<file path="src/lte_pkg.sv">
// Shared types, constants and digit helpers for the log timestamp decoder.
`timescale 1ns / 1ps
`default_nettype none
package lte_pkg;

  // Line window and byte counter
  localparam int WINDOW_BYTES = 32;
  localparam int WIN_IDX_W    = $clog2(WINDOW_BYTES);
  localparam int COUNT_W      = 6;
  localparam logic [COUNT_W-1:0] COUNT_MAX = '1;

  // Line queue between front and back
  localparam int QUEUE_DEPTH = 2;
  localparam int QPTR_W      = (QUEUE_DEPTH > 1) ? $clog2(QUEUE_DEPTH) : 1;
  localparam int QCNT_W      = $clog2(QUEUE_DEPTH + 1);

  // Config and divider widths
  localparam int START_W   = 41;
  localparam int TPM_W     = 32;
  localparam int DIVISOR_W = TPM_W + 4;
  localparam int EPOCH_W   = 64;
  localparam int DIV_STEPS = 64;
  localparam int DIV_CNT_W = $clog2(DIV_STEPS);
  localparam int CFG_W     = START_W;

  // Zone search span in ISO mode
  localparam int ZONE_FIRST = 19;
  localparam int ZONE_LAST  = ((WINDOW_BYTES < 32) ? WINDOW_BYTES : 32) - 1;

  // Characters
  localparam logic [7:0] CH_DOT   = 8'h2E;
  localparam logic [7:0] CH_PLUS  = 8'h2B;
  localparam logic [7:0] CH_MINUS = 8'h2D;
  localparam logic [7:0] CH_ZERO  = 8'h30;
  localparam logic [7:0] CH_NINE  = 8'h39;
  localparam logic [7:0] CH_UA    = 8'h41;
  localparam logic [7:0] CH_UF    = 8'h46;
  localparam logic [7:0] CH_LA    = 8'h61;
  localparam logic [7:0] CH_LF    = 8'h66;

  typedef enum logic [1:0] {
    FMT_COMPACT = 2'd0,
    FMT_ISO     = 2'd1,
    FMT_TICKS   = 2'd2,
    FMT_NONE    = 2'd3
  } fmt_t;

  typedef enum logic [1:0] {
    CFG_FORMAT = 2'd0,
    CFG_START  = 2'd1,
    CFG_TICKS  = 2'd2
  } cfg_idx_t;

  typedef struct packed {
    fmt_t               fmt;
    logic [START_W-1:0] start;
    logic [TPM_W-1:0]   tpm;
  } lte_cfg_t;

  typedef struct packed {
    logic [WINDOW_BYTES-1:0][7:0] window;
    logic [COUNT_W-1:0]           len;
  } lte_entry_t;

  typedef struct packed {
    logic push;
    logic pop;
    logic full;
    logic empty;
  } lte_qctl_t;

  // Byte value minus '0', no digit check
  function automatic logic signed [8:0] dig(input logic [7:0] b);
    return $signed({1'b0, b}) - $signed({1'b0, CH_ZERO});
  endfunction

  function automatic logic signed [12:0] two_digits(input logic [7:0] a, input logic [7:0] b);
    logic signed [12:0] ta;
    logic signed [12:0] tb;
    ta = 13'(dig(a));
    tb = 13'(dig(b));
    return ta * 13'sd10 + tb;
  endfunction

  function automatic logic signed [19:0] four_digits(input logic [7:0] a, input logic [7:0] b,
                                                     input logic [7:0] c, input logic [7:0] d);
    logic signed [19:0] ta;
    logic signed [19:0] tb;
    logic signed [19:0] tc;
    logic signed [19:0] td;
    ta = 20'(dig(a));
    tb = 20'(dig(b));
    tc = 20'(dig(c));
    td = 20'(dig(d));
    return ta * 20'sd1000 + tb * 20'sd100 + tc * 20'sd10 + td;
  endfunction

endpackage
`default_nettype wire

</file>
<file path="src/lte_queue.sv">
// Short line queue between the front end and the decode sequencer.
`timescale 1ns / 1ps
`default_nettype none
module lte_queue (
  input  logic                clk,
  input  logic                rst_n,
  input  logic                push,
  input  lte_pkg::lte_entry_t wdata,
  input  logic                pop,
  output lte_pkg::lte_entry_t rdata,
  output logic                full,
  output logic                empty
);
  import lte_pkg::*;

  lte_entry_t          mem_r [QUEUE_DEPTH];
  logic [QPTR_W-1:0]   wr_ptr_r;
  logic [QPTR_W-1:0]   wr_ptr_nxt;
  logic [QPTR_W-1:0]   rd_ptr_r;
  logic [QPTR_W-1:0]   rd_ptr_nxt;
  logic [QCNT_W-1:0]   count_r;
  logic [QCNT_W-1:0]   count_nxt;

  assign full  = (count_r == QCNT_W'(QUEUE_DEPTH));
  assign empty = (count_r == '0);
  assign rdata = mem_r[rd_ptr_r];

  // Pointer and fill count
  always_comb begin
    wr_ptr_nxt = wr_ptr_r;
    rd_ptr_nxt = rd_ptr_r;
    count_nxt  = count_r;
    if (push) begin
      wr_ptr_nxt = (wr_ptr_r == QPTR_W'(QUEUE_DEPTH - 1)) ? '0 : wr_ptr_r + 1'b1;
    end
    if (pop) begin
      rd_ptr_nxt = (rd_ptr_r == QPTR_W'(QUEUE_DEPTH - 1)) ? '0 : rd_ptr_r + 1'b1;
    end
    if (push && !pop) begin
      count_nxt = count_r + 1'b1;
    end else if (pop && !push) begin
      count_nxt = count_r - 1'b1;
    end
  end

  always_ff @(posedge clk) begin
    if (push) begin
      mem_r[wr_ptr_r] <= wdata;
    end
  end

  always_ff @(posedge clk) begin
    if (!rst_n) begin
      wr_ptr_r <= '0;
      rd_ptr_r <= '0;
      count_r  <= '0;
    end else begin
      wr_ptr_r <= wr_ptr_nxt;
      rd_ptr_r <= rd_ptr_nxt;
      count_r  <= count_nxt;
    end
  end

`ifndef SYNTHESIS
  a_no_overflow: assert property (@(posedge clk) disable iff (!rst_n) push |-> !full)
    else $error("queue push while full");
  a_no_underflow: assert property (@(posedge clk) disable iff (!rst_n) pop |-> !empty)
    else $error("queue pop while empty");
`endif

endmodule
`default_nettype wire

</file>
<file path="config.mk">
export PLATFORM = sky130hd
export DESIGN_NAME = lte_queue
export DESIGN_NICKNAME = d
export VERILOG_FILES = /design/src/lte_pkg.sv /design/src/lte_queue.sv
export SDC_FILE = /design/constraint.sdc
export NUM_CORES = 1
export LEC_CHECK = 0
export BUFFER_PORTS_ARGS = -buffer_cell sky130_fd_sc_hd__buf_2
export CAP_MARGIN = 20
export CORE_ASPECT_RATIO = 0.9
export CORE_MARGIN = 2
export CORE_UTILIZATION = 47
export DETAILED_ROUTE_END_ITERATION = 8
export GPL_ROUTABILITY_DRIVEN = 1
export GPL_TIMING_DRIVEN = 0
export PLACE_DENSITY = 0.75
export RECOVER_POWER = 50
export SLEW_MARGIN = 25
export SYNTH_ARGS = -nofsm -noshare
export SYNTH_HDL_FRONTEND = slang
export SYNTH_SLANG_ARGS = --single-unit
export TNS_END_PERCENT = 1
</file>
<file path="constraint.sdc">
create_clock -name clk -period 16 [get_ports clk]
set_input_delay 3.2 -clock clk [delete_from_list [all_inputs] [get_ports clk]]
set_output_delay 3.2 -clock clk [all_outputs]
set_load 0.05 [all_outputs]
</file>
==> results by group <==
Timing
  • RSZ-0062 raised after global routing: no
  • Total negative slack: 0 ns
  • Final worst slack: ~8.8 ns
  • Worst relative slew slack: -0.678
  • Final setup viols: 0
  • Final Hold Fails: 0
  • Max-slew violations: 151
  • Fin crit share: 0.449
  • Final Critical Period: 7.18 ns
  • Least-Margin Pin Slew: between 2 and 3 ns
  • Fmax: 0.139 GHz
  • Clock Skews: 0.0101 ns

Pwr
  • Static Leak: around 9.6 nW
  • PwrDens: 135 nW/µm²
  • VDD IR max: about 0.00011 V

Routing
  • Final WL: 43,200 µm
  • First-pass DRT Iterations: 4
  • Initial DRC count: around 480
  • Routed len/inst: 21.3 µm
  • Vias: around 10k
  • Via density: 4.99
  • Final ANT Viol Nets: 0
  • DRC errors left: 0

Yosys
  • Syn Area/Cell: 23.7 µm²
  • Compound-Gate Fraction of Synth Area: 0.00101
  • Yosys cell types: 17
  • Seq/Total Area, Yosys: 0.798
  • Post-synthesis mux area share: 0.183
  • YS warnings: 0
  • Largest family of logic cells by synthesized area: multiplexers
  • Post-synthesis xor/xnor area fraction: 0.00132
  • Synth Area in Simple Gates: 0.00271
  • Cell Area, Synth: around 20,000 µm²
  • Adder-cell share of the synthesized area: 0.000630
  • FF+latch count, synth: 529
  • Cell count after synthesis: 837
  • Syn Nets: 1,104

GRT
  • Initial antenna violation count: 12
  • First-pass GRT wire length: between 60,000 and 70,000 µm
  • Gr usage total: 0.187
  • Vias in the first global route: between 10k and 15k
  • Overflow after GRT: 0
  • Largest net degree at the start of global routing: 44

Final layout
  • Area delta synth->final: 26.2%
  • Finished Layout Cells: 2,033
  • Layout Utilization: 0.600
  • Share of post-route cells with drive strength above 1: 0.533
  • Commonest non-fill, non-tap cell in the layout: edfxtp_1
  • Finished Cell Area: around 25,000 µm²
  • Most frequent cells in the layout: 524 x edfxtp_1, 419 x buf_2, 180 x mux2_4
  • Fin nets: 1,706

Placement
  • Routability Congestion: 0.763
  • HPWL Detailed: approximately 31,000 µm
  • PortBufs: 529
  • Cell Area, Placed: 23,700 µm²
  • Post-Place Cells: 1,932
  • Pre-CTS WS: around 11 ns

Critical path
  • Buf/Inv on CP: 4
  • CP Capture Type: flop
  • Crit-path leading delay family: buffers and inverters
  • CP max FO: 43
  • Setup slack, reg-to-reg: 11.31 ns
  • Crit path DAT: 7.43 ns
  • Crit path cell chain: clkbuf_1 > and2_0 > clkbuf_1 > buf_12 > buf_12
  • Crit path kind: in -> reg
  • Worst EP required: 16.26 ns
  • Slowest-stage cell, CP: clkbuf_1
  • CP max stage delay: 1.87 ns
  • Startpoint types: input pin

Clocking
  • Clk_lat worst skew: about 0.57 ns
  • H-Tree Depth: 2
  • # Post-CTS Setup Buffers: 0
  • Post-CTS sizing: 0
  • TritonCTS Sinks: 529
  • Hold buffer count at cts: 0
  • CTS clk-pin slew, worst paths: 0.06 ns
  • Clock Tree Buf Depth: 3
  • Clock buffer count from CTS: 52
  • CTS tree: done
  • Root Driver: clkbuf_16

Floorplan
  • Initial Util: 0.476
  • Num rows: 71
  • Die W: 221 µm
  • Die height: just under 200 µm
  • I/O pin count: 530
  • Core area: roughly 42,000 µm²
  • Die footprint: 43,900 µm²

Status
  • Failing checks: max-capacitance violations, max-slew violations
  • Status: complete, but fails checks

Hold path
  • Hold Path Class: reg -> reg

Job
  • Max_cap viols: 4
[tightest hold or removal path: cells and delay by family (launching register included)]
kind / cells / cell delay (ns)
flip-flops: 1 / 0.32
AO/OA/AOI/OAI: 2 / 0.17
[cell usage after synthesis, drive strengths merged]
cell type    n  area share
ha           1     0.00063
and2         4      0.0013
xnor2        1     0.00044
mux2       262        0.18
o21ai        1     0.00025
buf         29       0.014
o21a         1     0.00038
or3          1     0.00032
nor2         1     0.00019
inv          1     0.00019
dfxtp        5      0.0050
edfxtp     524        0.79
xor2         2     0.00088
a21boi       1     0.00038
nor2b        3     0.00095
[power breakdown]
| part | internal, mW | total [mW] | switching (mW) |
|---|---|---|---|
| logic | 0.184 | 0.578 | 0.394 |
| clock network | 0.689 | 1.19 | 0.497 |
| registers | 1.60 | 1.62 | 0.0171 |
| total | 2.48 | 3.39 | 0.908 |
[area by class of cell]
| cell class | count | area [µm²] |
|---|---|---|
| Buffer | 29 | 277 |
| Inverter | 1 | 3.75 |
| Sequential cell | 529 | 15800 |
| Clock inverter | 30 | 283 |
| Multi-Input combinational cell | 278 | 3740 |
| Tap cell | 547 | 684 |
| Fill cell | 3076 | 16700 |
| Antenna cell | 5 | 12.5 |
| Timing Repair Buffer | 548 | 2840 |
| Clock buffer | 66 | 1380 |
[cells by family after synthesis]
kind of cell / Yosys count
DFF: 529
muxes: 262
buffers and inverters: 30
and+or+nand+nor: 9
AOI/OAI and AO/OA: 3
xor gates and xnor gates: 3
adders and majority gates: 1
[layer usage]
layer,vias to the layer above,GRT usage,part of all wire
met1,5077,0.206,0.36
met5,-,0,0.0025
li1,4563,-,-
met3,97,0.0693,0.093
met2,390,0.328,0.52
met4,16,0.0686,0.031
[final timing paths]
path,startpoint,to,cells after the start
max,push,mem_r[1][202]$_DFFE_PP_,5
min,count_r[1]$_SDFFE_PN0P_,count_r[1]$_SDFFE_PN0P_,2
max reg2reg,wr_ptr_r$_SDFFE_PN0P_,mem_r[1][202]$_DFFE_PP_,4
min reg2reg,count_r[1]$_SDFFE_PN0P_,count_r[1]$_SDFFE_PN0P_,2
[sequential cells by signal, summed over array words and instances, names as in the netlist, named ones only]
register	flops
mem_r	524
count_r	2
rd_ptr_r	1
wr_ptr_r	1
[through the flow]
stage               hold slack, ns  total power, mW
global route                 0.604             3.50
global placement             0.489             2.25
finish                       0.547             3.39
detailed placement           0.544             2.24
floorplan                    0.473             2.10
CTS                          0.552             3.43
Note: power is estimated with default switching activity, not from simulation.
