--- config.mk ---
export PLATFORM = sky130hd
export DESIGN_NAME = lte_front
export DESIGN_NICKNAME = d
export VERILOG_FILES = /design/src/lte_pkg.sv /design/src/lte_front.sv
export SDC_FILE = /design/constraint.sdc
export NUM_CORES = 1
export LEC_CHECK = 0
export BUFFER_PORTS_ARGS = -buffer_cell sky130_fd_sc_hd__buf_4
export CORE_UTILIZATION = 45
export DETAILED_ROUTE_END_ITERATION = 8
export MAX_ROUTING_LAYER = met4
export PLACE_DENSITY_LB_ADDON = 0.05
export RECOVER_POWER = 50
export SYNTH_ARGS = -nofsm -noshare
export SYNTH_HDL_FRONTEND = slang
export SYNTH_SLANG_ARGS = --single-unit
export TNS_END_PERCENT = 10
--- constraint.sdc ---
create_clock -name clk -period 4.25 [get_ports clk]
set_clock_uncertainty 0.15 [all_clocks]
set_input_delay 0.6375 -clock clk [delete_from_list [all_inputs] [get_ports clk]]
set_output_delay 0.6375 -clock clk [all_outputs]
set_load 0.005 [all_outputs]
--- src/lte_pkg.sv ---
// Shared types, constants and digit helpers for the log timestamp decoder.
`timescale 1ns / 1ps
`default_nettype none
package lte_pkg;

  // Line window and byte counter
  localparam int WINDOW_BYTES = 32;
  localparam int WIN_IDX_W    = $clog2(WINDOW_BYTES);
  localparam int COUNT_W      = 6;
  localparam logic [COUNT_W-1:0] COUNT_MAX = '1;

  // Line queue between front and back
  localparam int QUEUE_DEPTH = 2;
  localparam int QPTR_W      = (QUEUE_DEPTH > 1) ? $clog2(QUEUE_DEPTH) : 1;
  localparam int QCNT_W      = $clog2(QUEUE_DEPTH + 1);

  // Config and divider widths
  localparam int START_W   = 41;
  localparam int TPM_W     = 32;
  localparam int DIVISOR_W = TPM_W + 4;
  localparam int EPOCH_W   = 64;
  localparam int DIV_STEPS = 64;
  localparam int DIV_CNT_W = $clog2(DIV_STEPS);
  localparam int CFG_W     = START_W;

  // Zone search span in ISO mode
  localparam int ZONE_FIRST = 19;
  localparam int ZONE_LAST  = ((WINDOW_BYTES < 32) ? WINDOW_BYTES : 32) - 1;

  // Characters
  localparam logic [7:0] CH_DOT   = 8'h2E;
  localparam logic [7:0] CH_PLUS  = 8'h2B;
  localparam logic [7:0] CH_MINUS = 8'h2D;
  localparam logic [7:0] CH_ZERO  = 8'h30;
  localparam logic [7:0] CH_NINE  = 8'h39;
  localparam logic [7:0] CH_UA    = 8'h41;
  localparam logic [7:0] CH_UF    = 8'h46;
  localparam logic [7:0] CH_LA    = 8'h61;
  localparam logic [7:0] CH_LF    = 8'h66;

  typedef enum logic [1:0] {
    FMT_COMPACT = 2'd0,
    FMT_ISO     = 2'd1,
    FMT_TICKS   = 2'd2,
    FMT_NONE    = 2'd3
  } fmt_t;

  typedef enum logic [1:0] {
    CFG_FORMAT = 2'd0,
    CFG_START  = 2'd1,
    CFG_TICKS  = 2'd2
  } cfg_idx_t;

  typedef struct packed {
    fmt_t               fmt;
    logic [START_W-1:0] start;
    logic [TPM_W-1:0]   tpm;
  } lte_cfg_t;

  typedef struct packed {
    logic [WINDOW_BYTES-1:0][7:0] window;
    logic [COUNT_W-1:0]           len;
  } lte_entry_t;

  typedef struct packed {
    logic push;
    logic pop;
    logic full;
    logic empty;
  } lte_qctl_t;

  // Byte value minus '0', no digit check
  function automatic logic signed [8:0] dig(input logic [7:0] b);
    return $signed({1'b0, b}) - $signed({1'b0, CH_ZERO});
  endfunction

  function automatic logic signed [12:0] two_digits(input logic [7:0] a, input logic [7:0] b);
    logic signed [12:0] ta;
    logic signed [12:0] tb;
    ta = 13'(dig(a));
    tb = 13'(dig(b));
    return ta * 13'sd10 + tb;
  endfunction

  function automatic logic signed [19:0] four_digits(input logic [7:0] a, input logic [7:0] b,
                                                     input logic [7:0] c, input logic [7:0] d);
    logic signed [19:0] ta;
    logic signed [19:0] tb;
    logic signed [19:0] tc;
    logic signed [19:0] td;
    ta = 20'(dig(a));
    tb = 20'(dig(b));
    tc = 20'(dig(c));
    td = 20'(dig(d));
    return ta * 20'sd1000 + tb * 20'sd100 + tc * 20'sd10 + td;
  endfunction

endpackage
`default_nettype wire

--- src/lte_front.sv ---
// Front end: collects line bytes into the window and hands finished lines to the queue.
`timescale 1ns / 1ps
`default_nettype none
module lte_front (
  input  logic                clk,
  input  logic                rst_n,
  input  logic                in_valid,
  input  logic                in_stall,
  input  logic [7:0]          in_line_byte,
  input  logic                in_end_of_line,
  output logic                push,
  output lte_pkg::lte_entry_t entry
);
  import lte_pkg::*;

  logic [WINDOW_BYTES-1:0][7:0] window_r;
  logic [WINDOW_BYTES-1:0][7:0] window_nxt;
  logic [COUNT_W-1:0]           count_r;
  logic [COUNT_W-1:0]           count_nxt;
  logic [COUNT_W-1:0]           count_inc;
  logic                         accept;

  assign accept    = in_valid && !in_stall;
  assign count_inc = (count_r == COUNT_MAX) ? count_r : count_r + 1'b1;

  // Window write and saturating length
  always_comb begin
    window_nxt = window_r;
    count_nxt  = count_r;
    if (accept) begin
      if (7'(count_r) < 7'(WINDOW_BYTES)) begin
        window_nxt[count_r[WIN_IDX_W-1:0]] = in_line_byte;
      end
      count_nxt = in_end_of_line ? '0 : count_inc;
    end
  end

  // The last beat of a line goes out together with its own byte
  assign push         = accept && in_end_of_line;
  assign entry.window = window_nxt;
  assign entry.len    = count_inc;

  always_ff @(posedge clk) begin
    window_r <= window_nxt;
  end

  always_ff @(posedge clk) begin
    if (!rst_n) begin
      count_r <= '0;
    end else begin
      count_r <= count_nxt;
    end
  end

endmodule
`default_nettype wire

==> results list, run 1 <==
- The flow ran to the end, and the final reports show no timing, DRC or antenna violations.
- In the final layout, the share of cells above drive strength 1 is 0.443.
- The worst setup path is of the reg -> out kind.
- At the pin with the least slew margin, the transition time is 956 ps.
- Worst hold stages: 2
- Combined global-route utilization of all metal layers: 0.230
- Maximum fanout count along the critical path: 16
* Via count: 5,958
- Static Leak: 5.94 nW
* Minimum clock period: 3820 ps
- Compared with the post-synthesis result, the final layout area differs by 33.8%.
- STA puts the critical path data required time at 3460 ps.
- The die is 144 um wide.
- Peak ir drop on the vdd network: 0.000343 V
- The die covers 20,700 um2.
- Number of placement rows: 51
* Number of synthesized flops with an enable pin: 0
- For the final routed database, the setup TNS stands at 0 ps.
- In this run the critical register-to-register path is captured at window_r[255]$_DFF_P_.
- Setup repair after global routing left no endpoint under its margin.
- Die extent in y: 144 um
- In the routed design, unresolved DRC markers number 0.
- In this design, the stage delay of the slowest critical-path cell is 830 ps.
- Together, buffers and inverters on the worst path number 1.
- Main synth FF type: dfxtp_1
- The worst hold path belongs to the class in -> reg.
- Synth Register Bits: 262
* Netlist cell types: 41
- Dividing the final minimum period by the clock period gives 0.898.
- Final Max Slew Viols: 0
- Pin count of the biggest net entering global routing: 33
- For this configuration, the core starts out at a cell density of 0.462.
- CTS clk-pin slew, worst paths: 60 ps
* Placed cell count: 1,155
- Headroom to the max-slew limit came out at 0.360.
- In this run the power density over the cells is 433 nW/um2.
- Synthesis produced 653 cells.
- TritonCTS built the clock tree.
- Worst path slowest cell: nor2_1
- After the first detailed-routing iteration, the DRC count stood at 187.
- Sequence of cells on the critical path: nand3_1 -> nor2_1 -> mux2_2 -> buf_4
- Yosys warnings: 0
- Net count of the mapped netlist: 670
* Depth of the worst register-to-register path: 3
- For this design, the CTS-stage hold fixing added 0 buffers.
* Critical Path AT: 3030 ps
- Counting along the longest clock path gives a buffer depth of 3.
- Sort of element at the start of the critical path: flop
- For this block, the routed nets add up to 23.7 mm of wire.
- Worst reg2reg path startpoint: count_r[2]$_SDFFE_PN0N_
* Post-detailed-placement half-perimeter wirelength: 16.0 mm
- In this run the number of H-tree levels came out at 1.
- Setup violations remaining at the end of the flow were counted as 0.
- During I/O placement, the number of pins put on the boundary was 276.
- Clock Tree Root: clkbuf_16
- Count of TritonRoute iterations in the first routing pass: 4
* Cell family with most CP delay: simple AND/OR/NAND/NOR gates
* Placer's final routability congestion estimate: 0.832
- Endpoint type of the worst setup path: output pin
- Worst-case register-to-register setup slack: 1620 ps
- Path length in cells of the critical path: 4
- Register area share after synthesis: 0.579
* Number of global-route vias before repair: 6,079
- In the routed layout, each cell is associated on average with a via count of 4.94.
- In this run, post-CTS repair resized a total of 0 instances.
- Worst min-delay path startpoint: rst_n
- For the worst-skew pair, the clock arrives at the later sink with an insertion delay of 520 ps.
- Number of buffers created by CTS: 28
* Non-filler cells in the finished layout: 1,206
* # port buffers: 275
- Maximum Capacitance Violations: 0
- After synthesis the cells add up to 9050 um2.
- Of all flip-flops after synthesis, the portion carrying an async set or reset was 0.
- Number of sinks driven by the clock tree: 262
- After detailed routing, the average wire length per cell comes to 19.7 um.
- In this run the post-CTS setup repair buffer count came out at 0.
* Area of the placeable core: 19,600 um2
- Average size of a mapped cell: 13.9 um2
- Final nets: 937
- For this run, the top clock speed supported by timing is 0.262 GHz.
* Final Hold Fails: 0
* Hold Path End: count_r[2]$_SDFFE_PN0N_
- Wire length of the first global-routing pass: 34.8 mm
- The number of antenna diodes in the final layout is 0.
- The count of nets left with antenna violations once routing finished came out at 0.
- The initial antenna violation count came to 0.
* Overall overflow remaining after global route: 0
-- metal layers --
| metal | vias to the layer above | global-route usage | wire, um | part of all wire |
|---|---|---|---|---|
| met3 | 40 | 0.0613 | 1590 | 0.067 |
| li1 | 2836 | - | - | - |
| met5 | - | - | 0 | 0 |
| met2 | 202 | 0.389 | 11600 | 0.49 |
| met1 | 2880 | 0.267 | 9950 | 0.42 |
| met4 | 0 | 0.0644 | 543 | 0.023 |
-- final cells by class --
| class | instances | area [um2] |
|---|---|---|
| clock buffer | 35 | 777 |
| sequential | 262 | 5250 |
| inverter | 4 | 15.0 |
| multi-input combinational | 349 | 3480 |
| tap | 265 | 332 |
| clock inverter | 16 | 209 |
| timing repair buffer | 275 | 2060 |
| fill | 1566 | 7470 |
-- where the power goes --
part	switching (mW)	leakage, nW	internal, mW	total [mW]
Sequential	0.00959	2.12	2.50	2.51
Clock	0.989	0.481	1.54	2.53
Combinational	0.111	3.34	0.0915	0.203
-- registers in the layout, indices dropped and copies added, names as in the netlist --
name / cells
window_r: 256
count_r: 6
-- how the worst max path moves through the flow --
stage	startpoint	to	slack, ps
2_1_floorplan	in_stall	entry[238]	1770
3_3_place_gp	in_stall	entry[259]	1160
3_5_place_dp	in_stall	entry[258]	1080
4_1_cts	count_r[1]$_SDFFE_PN0N_	entry[258]	510
5_1_grt	count_r[2]$_SDFFE_PN0N_	entry[256]	220
6_report	count_r[2]$_SDFFE_PN0N_	entry[261]	430
-- cells in the final DEF, fill, tap and decap left out, drive strengths merged, types with 3 or more instances in the layout --
master | synthesis | final
a31oi | 3 | 3
and3 | 3 | 3
and4bb | 4 | 4
buf | 6 | 274
bufinv | 0 | 4
clkbuf | 32 | 36
clkinv | 0 | 8
clkinvlp | 0 | 3
dfxtp | 262 | 262
ha | 4 | 4
inv | 4 | 5
mux2 | 256 | 256
nand2 | 23 | 23
nand3 | 4 | 4
nand3b | 3 | 3
nand4bb | 4 | 4
nor2 | 17 | 17
nor3b | 3 | 3
o21ai | 4 | 4
-- synthesized netlist by cell type, types with 2 or more instances --
master     number  area [um2]
nand2_2        16         100
a31oi_1         3        18.8
nor2_4         10         113
clkbuf_1       32         120
nand2_1         7        26.3
mux2_1          9         101
nand3_1         3        15.0
o22ai_1         2        12.5
o21ai_0         4        20.0
ha_1            4        50.1
dfxtp_1       262        5250
and4bb_2        4        50.1
or3_1           2        12.5
buf_2           5        25.0
nand3b_2        2        22.5
and3_1          3        18.8
mux2_2        247        2780
xnor2_1         2        17.5
inv_1           4        15.0
nor3b_2         3        37.5
nand4bb_1       4        45.0
nor2_2          6        37.5
-- cell families (layout without fill, tap and decap cells) --
family	count (synthesis)	in the layout	synth area share
xor+xnor	2	2	0.00194
mux	256	256	0.318
flops	262	262	0.579
fa+ha+maj	4	4	0.00553
buf+inv	42	330	0.0185
compound gates	18	18	0.0140
simple gates	69	69	0.0622
-- per-stage QoR --
stage | util | cell area (um2) | hold slack, ps | total power [mW] | worst slack (ps)
6_report | 0.619 | 12100 | 269 | 5.24 | 435
5_1_grt | 0.619 | 12100 | 254 | 5.43 | 221
4_1_cts | 0.627 | 12300 | 243 | 5.31 | 506
3_5_place_dp | 0.577 | 11300 | 303 | 2.78 | 1080
3_3_place_gp | 0.577 | 11300 | 301 | 2.77 | 1160
2_1_floorplan | - | 9050 | 311 | 2.65 | 1770
(Power assumes the default switching activity.)
==> inputs of run 2 (changes only) <==
--- a/config.mk
+++ b/config.mk
@@ -6,7 +6,10 @@
 export NUM_CORES = 1
 export LEC_CHECK = 0
 export BUFFER_PORTS_ARGS = -buffer_cell sky130_fd_sc_hd__buf_4
-export CORE_UTILIZATION = 45
+export CELL_PAD_IN_SITES_DETAIL_PLACEMENT = 0
+export CELL_PAD_IN_SITES_GLOBAL_PLACEMENT = 2
+export CORE_MARGIN = 1
+export CORE_UTILIZATION = 36
 export DETAILED_ROUTE_END_ITERATION = 8
 export MAX_ROUTING_LAYER = met4
 export PLACE_DENSITY_LB_ADDON = 0.05
==> results list, run 2 (same netlist as run 1, synthesis figures left out) <==
- The cell area power density was 417 nW/um2 (-3.6%).
* Area growth from synthesis to layout: 33.7%
- The final critical-path share of the clock period came to 0.887 (-0.0108).
- The flow ran to the end, and the final reports show no timing, DRC or antenna violations.
- The critical path starts at count_r[2]$_SDFFE_PN0N_.
- The floorplan die width was 161 um (+12%).
- The initial antenna violation count came to 0 (unchanged).
* Number of placement rows: 57 (+12%)
- Non-filler cells in the finished layout: 1,262 (+4.6%)
* Worst hold path class: in -> reg
- Highest-count cells in the layout ignoring fill and taps: buf_4 (274), dfxtp_1 (262), mux2_1 (174)
- Total I/O pin count: 276 (unchanged)
- # port buffers: 275 (unchanged)
- Routed length per placed instance: 20.2 um (+2.8%)
- DRC viols: 0 (unchanged)
* Worst Path Required: 3460 ps (about the same)
* Unrepaired setup endpoints after global routing: false
- Wire length of the first global-routing pass: 38.5 mm (+11%)
* Number of DRC markers in iteration 0: 351 (+88%)
- Final Max Slew Viols: 0 (unchanged)
- Maximum fanout count along the critical path: 16 (unchanged)
- Sequence of cells on the critical path: nand3b_1 -> nor2_1 -> mux2_2 -> buf_4
- The antenna violation net count after detailed routing was 0 (unchanged).
* Area of the placeable core: 24,500 um2 (+25%)
- The quantity of hold-fixing buffers added after cts came to 0 (unchanged).
- Placer's final routability congestion estimate: 0.768 (-7.6%)
- The global-route usage over all layers came to 0.201 (-0.0296).
- Overall overflow remaining after global route: 0 (unchanged)
* Via count: 5,971 (+0.22%)
- The worst hold path begins at rst_n.
* Endpoint type of the worst setup path: output pin
- The sum of buffers and inverters on the critical path came to 1 (unchanged).
- Count of TritonRoute iterations in the first routing pass: 4 (unchanged)
* Pin count of the biggest net entering global routing: 33 (unchanged)
- Static Leak: 5.91 nW (-0.47%)
- Endpoints failing setup: 0 (unchanged)
- The total detailed-routing wirelength came to 25.5 mm (+7.6%).
- Clock Tree Root: clkbuf_16
- The setup path with the least slack is of type reg -> out.
* Worst path slowest cell: nor2_1
- The post-CTS setup-driven buffer insertion count is 0 (unchanged).
- Peak ir drop on the vdd network: 0.000320 V (-6.8%)
- Max FFs per register: 256 (unchanged)
- Area of placed instances: 11,400 um2 (+0.65%)
- The final worst setup slack came to 481 ps (+45.9 ps).
- Final Hold Fails: 0 (unchanged)
- The effective utilization at floorplan was 0.370 (-0.0920).
* Number of global-route vias before repair: 6,178 (+1.6%)
- Number of buffers created by CTS: 28 (unchanged)
- The library cell used most frequently in the layout, excluding fill and tap cells, is buf_4.
* Largest incremental delay on the critical path: 940 ps (+110 ps)
- The worst setup path is launched from a flop.
* Slew HR: 0.210 (-0.150)
- Clock tree from TritonCTS: done
* Clock network latency to the later pin of the worst-skew pair: 530 ps (about the same)
- The via-per-instance ratio is 4.73 (-4.2%).
- The sink count of the clock tree is 262 (unchanged).
* Post-detailed-placement half-perimeter wirelength: 17.4 mm (+8.9%)
- The post-cts repair resize count was 0 (unchanged).
- Number of antenna repair diodes: 0 (unchanged)
- The worst-case setup slack after placement is 1080 ps (-1.73 ps).
* Deepest clock path buffer count: 3 (unchanged)
* Die extent in y: 161 um (+12%)
* Cell family with most CP delay: simple AND/OR/NAND/NOR gates
- The cell count after placement came to 1,214 (+5.1%).
- Fraction of final layout cells with drive strength greater than 1: 0.429 (-0.0146)
- The total chip power came to 5.05 mW (-3.8%).
* Critical Path AT: 2980 ps (-50 ps)
- Fin Setup TNS: 0 ps (unchanged)
- Final nets: 937 (unchanged)
* Worst reg2reg path startpoint: count_r[2]$_SDFFE_PN0N_
* Die area: 25,800 um2 (+25%)
- In the final layout, the registers with the most flip-flops are window_r x256, count_r x6.
- CTS clk-pin slew, worst paths: 50 ps (about the same)
* Number of fillers in the final layout: 2,223 (+42%)
- The slew of the pin with the lowest slew margin was 1180 ps (+225 ps).
- Minimum clock period: 3770 ps (-45.9 ps)
- Maximum Capacitance Violations: 0 (unchanged)
- Final design instance area without fill: 12,100 um2 (-0.12%)
- The maximum achievable frequency came to 0.265 GHz (+1.2%).
* H-tree Lvls: 1 (unchanged)
* Largest register by flop count: window_r
run 2: cell types whose count changed in the layout (fill, tap and decap cells not counted), sizes merged:
cell,delta
bufinv,-2
clkinvlp,-3
clkbuf,+4
clkinv,-1
inv,-1
run 2: final timing paths:
path / to / slack (ps) / cells after the start
setup / recovery: entry[115] / 480 / 4
hold / removal: count_r[2]$_SDFFE_PN0N_ / 260 / 2
setup reg to reg: window_r[106]$_DFF_P_ / 1670 / 3
hold reg to reg: window_r[193]$_DFF_P_ / 310 / 1
run 2: per-stage QoR:
step | util | hold WS (ps)
final | 0.495 | 255
after global routing | 0.495 | 246
after CTS | 0.501 | 236
after detailed placement | 0.465 | 306
after global placement | 0.465 | 300
after floorplan | - | 311
run 2: cell type report:
type / instances / area (um2) / share of cell area
clock inverters: 9 / 106 / 0.00879
clock buffers: 39 / 782 / 0.0646
well taps: 324 / 405 / 0.0335
flip-flops and latches: 262 / 5250 / 0.433
inverters: 4 / 15.0 / 0.00124
multi-input cells: 349 / 3480 / 0.288
repair buffers: 275 / 2060 / 0.171
run 2: power breakdown:
part | total, mW | leakage, nW | internal [mW] | switching (mW)
clock | 2.34 | 0.441 | 1.39 | 0.942
combinational | 0.199 | 3.35 | 0.0890 | 0.110
sequential | 2.51 | 2.12 | 2.50 | 0.0104
total | 5.05 | 5.91 | 3.98 | 1.06
run 2: worst reg2reg max path, delay by kind of cell, from the launching register on:
| family | cells | cell delay, ps |
|---|---|---|
| and+or+nand+nor | 2 | 1180 |
| DFF | 1 | 710 |
| muxes | 1 | 430 |
run 2: metal layers:
metal / share of wire / wire [um] / vias to the layer above / global-route usage
met1: 0.42 / 10800 / 2911 / 0.240
met2: 0.48 / 12100 / 202 / 0.330
li1: - / - / 2821 / -
met4: 0.021 / 530 / 0 / 0.0437
met3: 0.080 / 2030 / 37 / 0.0615
met5: 0 / 0 / - / -
==> inputs of run 3 (changes only) <==
--- a/config.mk
+++ b/config.mk
@@ -9,11 +9,12 @@
 export CELL_PAD_IN_SITES_DETAIL_PLACEMENT = 0
 export CELL_PAD_IN_SITES_GLOBAL_PLACEMENT = 2
 export CORE_MARGIN = 1
-export CORE_UTILIZATION = 36
+export CORE_UTILIZATION = 35
 export DETAILED_ROUTE_END_ITERATION = 8
 export MAX_ROUTING_LAYER = met4
 export PLACE_DENSITY_LB_ADDON = 0.05
 export RECOVER_POWER = 50
+export SLEW_MARGIN = 5
 export SYNTH_ARGS = -nofsm -noshare
 export SYNTH_HDL_FRONTEND = slang
 export SYNTH_SLANG_ARGS = --single-unit
==> results list, run 3 (same netlist as run 1, synthesis figures left out) <==
- Outcome: finished clean
* Maximum Capacitance Violations: 0 (unchanged)
* Die area: 26,500 um2 (+2.8%)
- The final count of hold timing violations came to 0 (unchanged).
- The cell area power density was 427 nW/um2 (+2.4%).
* Actual transition at the worst max-transition pin: 1030 ps (-154 ps)
- The sink count of the clock tree was 262 (unchanged).
- In this run the worst hold path is classified as in -> reg.
- Timing-limited maximum frequency: 0.259 GHz (-2.3%)
- The number of placed I/O pins was 276 (unchanged).
- The quantity of hold-fixing buffers added after cts was 0 (unchanged).
- The HPWL after detailed placement is 17.4 mm (+0.25%).
- STA classifies the critical path startpoint as a flop.
* Max FFs per register: 256 (unchanged)
* Worst path slowest cell: nor3b_1
- Fraction of final layout cells with drive strength greater than 1: 0.446 (+0.0178)
- Endpoint type of the worst setup path: output pin
- Final Max Slew Viols: 0 (unchanged)
* Wire length of the first global-routing pass: 37.9 mm (-1.5%)
- The clock-pin transition on the worst setup and hold timing paths came to 60 ps (about the same).
- The cell row count came to 58 (+1.8%).
* Number of buffers created by CTS: 29 (+3.6%)
- H-tree Lvls: 1 (unchanged)
* Antenna violations before repair: 0 (unchanged)
- The number of nets in the layout came to 938 (+0.11%).
- Final routed wirelength across all metal layers: 26.0 mm (+1.8%)
* Final Hold Slack: 238 ps (-17.7 ps)
* Number of DRC markers in iteration 0: 185 (-47%)
- The number of global-route vias before repair came to 6,133 (-0.73%).
- The total setup violations reported at the end of the flow was 0 (unchanged).
- Vias/cell: 4.72 (-0.19%)
- The maximum cell stage delay along the critical path came to 900 ps (-40 ps).
- The library cells used most frequently in the layout, excluding fill and tap cells, are buf_4 (274), dfxtp_1 (262), mux2_1 (165).
- Area of placed instances: 11,400 um2 (about the same)
- Slew HR: 0.315 (+0.104)
- The final routed wire length divided by cell count is 20.4 um (+1.0%).
- The number of detailed-route iterations in the first pass came to 4 (unchanged).
- The cell sitting at the root of the clock tree is a clkbuf_16.
- Worst-case register-to-register setup slack: 1600 ps (-70 ps)
- Combined global-route utilization of all metal layers: 0.196 (-0.00492)
* Peak ir drop on the vdd network: 0.000419 V (+31%)
- The area growth from synthesis to layout is 34.6%.
- Die extent in y: 163 um (+1.4%)
- The total vias in the final route was 6,007 (+0.60%).
* Clock network latency to the later pin of the worst-skew pair: 540 ps (about the same)
- The worst setup path is of the reg -> out kind.
- The critical path goes through nor3b_1 -> nand2_2 -> mux2_1 -> buf_4.
- Fin Setup TNS: 0 ps (unchanged)
- The area of the core is 25,300 um2 (+3.2%).
- Critical Path AT: 3070 ps (+90 ps)
* Most common cell after layout, fill and taps aside: buf_4
- Deepest clock path buffer count: 3 (unchanged)
- The design area was 12,200 um2 (+0.65%).
* Clock tree from TritonCTS: done
- Unrepaired setup endpoints after global routing: false
- Final period utilization: 0.907 (+0.0205)
- The count of buffers from port buffering is 275 (unchanged).
- The final weighted congestion in routability-driven placement came to 0.767 (-0.18%).
- The post-cts repair resize count came to 0 (unchanged).
- DRC viols: 0 (unchanged)
* Largest register by flop count: window_r
* Overall overflow remaining after global route: 0 (unchanged)
- The critical-path maximum fanout came to 16 (unchanged).
- Worst Path Required: 3460 ps (about the same)
* Setup Buffers After CTS: 0 (unchanged)
- Number of fillers in the final layout: 2,353 (+5.8%)
- Starting utilization of the core area: 0.358 (-0.0116)
- The antenna violation net count after detailed routing was 0 (unchanged).
- Pin count of the biggest net entering global routing: 33 (unchanged)
- Die Width: 163 um (+1.4%)
* Largest regs: window_r x256, count_r x6
- Static Leak: 5.93 nW (+0.31%)
- Minimum clock period: 3860 ps (+86.9 ps)
-- run 3: cell count changes in the layout (fill, tap and decap cells not counted), sizes merged --
cell    delta
diode      +1
clkbuf     +2
bufinv     +1
clkinv     -1
inv        +1
-- run 3: report_power, final --
group	switching [mW]	internal [mW]	leakage (nW)	total, mW
Combinational	0.114	0.0915	3.34	0.206
Sequential	0.00959	2.50	2.12	2.51
Clock	0.970	1.52	0.472	2.49
Total	1.09	4.11	5.93	5.20
-- run 3: path summary, 6_finish.rpt --
path | start | endpoint | cells after the start
worst max register to register | count_r[2]$_SDFFE_PN0N_ | window_r[50]$_DFF_P_ | 3
worst min-delay path | rst_n | count_r[2]$_SDFFE_PN0N_ | 2
worst max-delay path | count_r[2]$_SDFFE_PN0N_ | entry[54] | 4
worst min register to register | window_r[249]$_DFF_P_ | window_r[249]$_DFF_P_ | 1
-- run 3: cell type report --
| type | count | area (um2) | share of cell area |
|---|---|---|---|
| Clock inverter | 10 | 133 | 0.0109 |
| Tap cell | 330 | 413 | 0.0339 |
| Sequential cell | 262 | 5250 | 0.431 |
| Inverter | 4 | 15.0 | 0.00123 |
| Antenna cell | 1 | 2.50 | 0.000205 |
| Timing Repair Buffer | 275 | 2060 | 0.169 |
| Multi-Input combinational cell | 349 | 3490 | 0.286 |
| Clock buffer | 41 | 821 | 0.0674 |
-- run 3: critical path, delay by kind of cell (launching register included) --
family / cells / cell delay (ps)
flip-flops: 1 / 710
multiplexers: 1 / 420
buffers and inverters: 1 / 150
AND/OR/NAND/NOR: 2 / 1240
-- run 3: stage by stage --
step                      cells  power (mW)  worst slack (ps)   util
final                      1272        5.20               394  0.482
after CTS                  1271        5.28               482  0.488
after global routing       1271        5.40               190  0.482
after detailed placement   1220        2.78              1040  0.451
after floorplan             653        2.65              1770      -
after global placement     1220        2.78              1090  0.451
-- run 3: metal layers --
layer | track usage | vias to the layer above | routed length [um] | part of all wire
li1 | - | 2829 | - | -
met3 | 0.0581 | 39 | 1970 | 0.076
met1 | 0.236 | 2940 | 11200 | 0.43
met5 | - | - | 0 | 0
met2 | 0.318 | 199 | 12400 | 0.48
met4 | 0.0484 | 0 | 465 | 0.018
